<file path="src/rtl/core/ordered_list_store_unit_defines.svh">
// assertion helpers for the list store top level
`ifndef ORDERED_LIST_STORE_UNIT_DEFINES_SVH
`define ORDERED_LIST_STORE_UNIT_DEFINES_SVH

// same-cycle implication, disabled during reset
`define OLSU_ASSERT_IMP(label, clk, rst_n, ante, cons, msg) \
  label: assert property (@(posedge clk) disable iff (!rst_n) (ante) |-> (cons)) \
    else $error(msg);

// next-cycle implication, disabled during reset
`define OLSU_ASSERT_NXT(label, clk, rst_n, ante, cons, msg) \
  label: assert property (@(posedge clk) disable iff (!rst_n) (ante) |=> (cons)) \
    else $error(msg);

`endif

</file>
<file path="src/rtl/core/olsu_pkg.sv">
package olsu_pkg;

  // fixed field widths of the ports
  localparam int CMD_W  = 3;
  localparam int POS_W  = 9;
  localparam int DATA_W = 32;
  localparam int STAT_W = 2;

  // command codes
  typedef enum logic [CMD_W-1:0] {
    OP_GET    = 3'd0,
    OP_LOCATE = 3'd1,
    OP_INSERT = 3'd2,
    OP_DELETE = 3'd3,
    OP_CLEAR  = 3'd4
  } op_e_t;

  // result status codes
  typedef enum logic [STAT_W-1:0] {
    STAT_OK      = 2'd0,
    STAT_BAD_POS = 2'd1,
    STAT_FULL    = 2'd2
  } status_t;

  // controller states
  typedef enum logic [2:0] {
    S_IDLE,
    S_CHECK,
    S_GET,
    S_SCAN,
    S_SHIFT,
    S_WRITE,
    S_RESULT
  } state_t;

  // commands from controller to datapath
  typedef struct packed {
    logic latch;
    logic setup_get;
    logic setup_scan;
    logic setup_ins;
    logic setup_del;
    logic walk;
    logic shift_wr;
    logic cap_read;
    logic set_found;
    logic wr_val;
    logic cnt_inc;
    logic cnt_dec;
    logic cnt_clr;
    logic set_bad;
    logic set_full;
    logic load_out;
  } ctl_t;

  // status from datapath to controller
  typedef struct packed {
    op_e_t op;
    logic  pos_zero;
    logic  pos_gt_cnt;
    logic  pos_gt_cnt1;
    logic  pos_eq_cnt;
    logic  pos_eq_cnt1;
    logic  full;
    logic  cnt_zero;
    logic  pend;
    logic  hit;
    logic  walk_done;
    logic  out_free;
  } sts_t;

endpackage

</file>
<file path="src/rtl/core/olsu_ctrl.sv">
module olsu_ctrl (
  input  logic             clk,
  input  logic             rst_n,
  input  logic             in_valid,
  output logic             in_stall,
  input  olsu_pkg::sts_t   sts,
  output olsu_pkg::ctl_t   ctl
);

  olsu_pkg::state_t state_r;
  olsu_pkg::state_t state_nxt;

  // state register
  always_ff @(posedge clk) begin
    if (!rst_n) begin
      state_r <= olsu_pkg::S_IDLE;
    end else begin
      state_r <= state_nxt;
    end
  end

  assign in_stall = (state_r != olsu_pkg::S_IDLE);

  // next state and commands
  always_comb begin
    state_nxt = state_r;
    ctl       = '0;
    case (state_r)
      olsu_pkg::S_IDLE: begin
        if (in_valid) begin
          ctl.latch = 1'b1;
          state_nxt = olsu_pkg::S_CHECK;
        end
      end
      olsu_pkg::S_CHECK: begin
        state_nxt = olsu_pkg::S_RESULT;
        case (sts.op)
          olsu_pkg::OP_GET: begin
            if (sts.pos_zero || sts.pos_gt_cnt) begin
              ctl.set_bad = 1'b1;
            end else begin
              ctl.setup_get = 1'b1;
              state_nxt     = olsu_pkg::S_GET;
            end
          end
          olsu_pkg::OP_LOCATE: begin
            if (!sts.cnt_zero) begin
              ctl.setup_scan = 1'b1;
              state_nxt      = olsu_pkg::S_SCAN;
            end
          end
          olsu_pkg::OP_INSERT: begin
            if (sts.pos_zero || sts.pos_gt_cnt1) begin
              ctl.set_bad = 1'b1;
            end else if (sts.full) begin
              ctl.set_full = 1'b1;
            end else if (sts.pos_eq_cnt1) begin
              // append at the tail, nothing to move
              state_nxt = olsu_pkg::S_WRITE;
            end else begin
              ctl.setup_ins = 1'b1;
              state_nxt     = olsu_pkg::S_SHIFT;
            end
          end
          olsu_pkg::OP_DELETE: begin
            if (sts.pos_zero || sts.pos_gt_cnt) begin
              ctl.set_bad = 1'b1;
            end else if (sts.pos_eq_cnt) begin
              // drop the tail entry, nothing to move
              ctl.cnt_dec = 1'b1;
            end else begin
              ctl.setup_del = 1'b1;
              state_nxt     = olsu_pkg::S_SHIFT;
            end
          end
          olsu_pkg::OP_CLEAR: begin
            ctl.cnt_clr = 1'b1;
          end
          default: begin
          end
        endcase
      end
      olsu_pkg::S_GET: begin
        ctl.walk = 1'b1;
        if (sts.pend) begin
          ctl.cap_read = 1'b1;
          state_nxt    = olsu_pkg::S_RESULT;
        end
      end
      olsu_pkg::S_SCAN: begin
        ctl.walk = 1'b1;
        if (sts.hit) begin
          ctl.set_found = 1'b1;
          state_nxt     = olsu_pkg::S_RESULT;
        end else if (sts.walk_done) begin
          state_nxt = olsu_pkg::S_RESULT;
        end
      end
      olsu_pkg::S_SHIFT: begin
        ctl.walk     = 1'b1;
        ctl.shift_wr = 1'b1;
        if (sts.walk_done) begin
          if (sts.op == olsu_pkg::OP_INSERT) begin
            state_nxt = olsu_pkg::S_WRITE;
          end else begin
            ctl.cnt_dec = 1'b1;
            state_nxt   = olsu_pkg::S_RESULT;
          end
        end
      end
      olsu_pkg::S_WRITE: begin
        ctl.wr_val  = 1'b1;
        ctl.cnt_inc = 1'b1;
        state_nxt   = olsu_pkg::S_RESULT;
      end
      olsu_pkg::S_RESULT: begin
        if (sts.out_free) begin
          ctl.load_out = 1'b1;
          state_nxt    = olsu_pkg::S_IDLE;
        end
      end
      default: begin
        state_nxt = olsu_pkg::S_IDLE;
      end
    endcase
  end

endmodule

</file>
<file path="config.mk">
export PLATFORM = sky130hd
export DESIGN_NAME = olsu_ctrl
export DESIGN_NICKNAME = d
export VERILOG_FILES = /design/src/rtl/core/ordered_list_store_unit_defines.svh /design/src/rtl/core/olsu_pkg.sv /design/src/rtl/core/olsu_ctrl.sv
export SDC_FILE = /design/constraint.sdc
export NUM_CORES = 1
export LEC_CHECK = 0
export BUFFER_PORTS_ARGS = -buffer_cell sky130_fd_sc_hd__buf_2
export CORE_AREA = 2 2 41 43
export DETAILED_ROUTE_END_ITERATION = 10
export DIE_AREA = 0 0 43 45
export GPL_TIMING_DRIVEN = 0
export PLACE_DENSITY = 0.66
export SLEW_MARGIN = 20
export SYNTH_ARGS = -nofsm -noshare
export SYNTH_HDL_FRONTEND = slang
export SYNTH_SLANG_ARGS = --single-unit
</file>
<file path="constraint.sdc">
create_clock -name clk -period 1.4 [get_ports clk]
set_input_delay 0.07 -clock clk [delete_from_list [all_inputs] [get_ports clk]]
set_output_delay 0.07 -clock clk [all_outputs]
set_load 0.02 [all_outputs]
</file>
==> impl_results.md <==
* Top Ports at 34
* Area of the die at roughly 1900 µm²
* WS Path Type: flip-flop to primary output
* Crit Path Max Fanout at 6
* Number of global-route vias before repair at ~650
* Placed insts at 117
* Reg area at 68.8 µm²
* Clock sinks at 3
* Post-Layout Cell Count at 131
* N_diodes at 0
* CTS tree: yes
* Routed Antenna Nets at 0
* Root Buffer: clkbuf_4
* Synth cell count leaders: nor2_1 (8), nand2_1 (6), nor3_1 (6)
* Core footprint at 1470 µm²
* Synth Instances at 70
* Number of flip-flops in the largest register at 3
* Drt drc at 0
* Crit. End Element: primary output
* Measured slew at the worst slew-check pin at approximately 310 ps
* Asr flop ratio synth at 0
* Total CTS buffers at 3
* Syn Nets at 87
* Area leader, netlist: dfxtp_1
* Combinational share of power at 0.766
* Initial antenna violation count at 0
* Cell Pwr Density at 1620 nW/µm²
* Unrepaired setup endpoints after global routing: yes
* TritonRoute pass-1 iters at 4
* Syn. warnings at 0
* Max-Cap Viols at 0
* Largest regs: state_r: 3 flops
* Hold_sp: rst_n
* Total GRT Usage at 0.193
* Cell leakage power at 0.453 nW
* First-pass GRT wire length at 2800 µm
* Die Y at 45 µm
* Switching share of total power at 0.466
* Clk buf depth at 2
* Clock share of power at 0.102
* Most flops, register: state_r
* Largest net degree at the start of global routing at 11
* Final Max Tran Viols at 0
* Flop pwr share at 0.132
* Die W at 43 µm
* Num rows at 14
* Final setup TNS at -1110 ps
* Number of synthesized register bits at 3
* Seq/Total Area, Yosys at 0.121
* CP Launch Point: state_r[2]$_SDFFE_PN0P_
* Routability cong. at 0.727
* Max Clk Rate at 0.639 GHz
* Failing checks: negative setup slack
* Iter 0 DRT Violations at 10
* Post-Place Setup Slack at -167 ps
* Clock skew at 2.65 ps
* Setup ws final at -166 ps
* Internal power at 0.000800 W
* Net Sw Power at 0.000699 W
* Maximum vdd drop at 532 µV
* Final setup vio count at 11
* Netlist cell types at 34
* Min-Delay Path Class: input port to flip-flop
* Worst skew pair latency at 230 ps
* Initial Util at 0.337
* Netlist Area Pre-Place at 495 µm²
* Post-CTS Hold Fix Bufs at 0
* Min Tclk post-route at 1570 ps
* Drt total wl at 1830 µm
* Clk slew on worst S/H paths at 40 ps
* CP required at 1330 ps
* Synth Flop Type: dfxtp_1
* Area of the multi-input gates at 467 µm²
* H-tree Lvls at 1
* DR vias/cell at between 5 and 6
* Drt wl/cell at 13.9 µm
* Layout cells sized above 1 at 0.643
* RR Startpoint: state_r[2]$_SDFFE_PN0P_
* Mapped Avg Cell Area at between 7 and 8 µm²
* Vias at 690
* Input/output buffers at 31
* Period utilization at 1.12
* Share of the synthesized area in the top cell type at 0.121
* Status: complete, but fails checks
* Fillers at 141
* Final #Nets at roughly 130
* Number of flops mapped to enable cells by yosys at 0
* Max_slew headroom at 0.793
* Top post-synthesis cells by area: dfxtp_1 (12%), nor3_1 (6.1%), nor2_1 (6.1%), nor4b_1 (5.3%), a21oi_1 (5.1%)
* Hold Violations, Final at 0
* GR Overflow Total at 0
* Syn-to-layout area delta at 86.9%
* Hpwl dp at 1090 µm
* Most frequent cell after synthesis: nor2_1
* Data arrival, critical path at approximately 1500 ps
* Worst setup SP type: flip-flop
## per-stage QoR
stage / area (µm²) / hold slack [ps] / util / power (W)
5_1_grt: 926 / 105 / 0.629 / 0.00161
3_3_place_gp: 689 / 351 / 0.469 / 0.000940
2_1_floorplan: 514 / 182 / - / 0.000741
3_5_place_dp: 689 / 346 / 0.469 / 0.000952
4_1_cts: 841 / 89.4 / 0.571 / 0.00135
6_report: 926 / 101 / 0.629 / 0.00150
## cell families after synthesis
group	Yosys count	share of synthesized area
compound gates	17	0.255
buf+inv	11	0.126
simple gates	38	0.477
mux	1	0.0202
flops	3	0.121
## repair_timing
item                                    in CTS  in global routing
gates resized for setup                     25                 15
endpoints found under the setup margin      17                 18
setup buffers                                7                  5
pin swaps                                    9                 10
## area by class of cell
type,count,area share
flip-flops and latches,3,0.0743
well taps,16,0.0216
clock buffers,4,0.0284
multi-input cells,56,0.504
plain buffers,4,0.0378
repair buffers,43,0.311
inverters,5,0.0230
## critical path: stages, from the launching register on
cell and delay (ps):
dfxtp_4 350, nand3b_1 280, buf_6 200, nor4b_4 240
buf_4 190
## power by group through the flow
stage                     Combinational, W  Sequential, W  Clock, W
after floorplan                   0.000594       0.000147         0
after global routing               0.00124       0.000203  0.000172
final                              0.00115       0.000197  0.000153
after detailed placement          0.000796       0.000155         0
after global placement            0.000786       0.000154         0
after CTS                          0.00100       0.000187  0.000160
## layer usage
layer	vias up	track usage	part of all wire	routed length, µm
li1	346	-	-	-
met1	310	0.220	0.40	736
met2	32	0.348	0.52	950
met3	2	0.0600	0.072	131
met4	0	0.0545	0.0038	7
met5	-	0	0	0
## final timing paths
path / depth (start not counted) / slack [ps] / end
setup reg to reg: 5 / -50 / state_r[0]$_SDFFE_PN0P_
setup / recovery: 4 / -170 / ctl[13]
hold / removal: 2 / 100 / state_r[1]$_SDFFE_PN0P_
hold reg to reg: 3 / 640 / state_r[1]$_SDFFE_PN0P_
## placed cells by master, fill, tap and decap left out, drive strengths merged
cell type and n:
nor2 8, or3 1, and3 1, nor4 1, o22ai 1, nand4bb 1, dfxtp 3, nor3b 2
buf 47, o21ai 4, a21boi 2, nor2b 1, o211a 1, nor4b 4, mux2i 1, inv 5
nor3 6, nand3b 2, clkbuf 4, or3b 2, o221a 2, nand2 6, a311oi 1, a21oi 5
nand3 2, or4b 1, o31ai 1
Power figures use the tool's default switching activity.
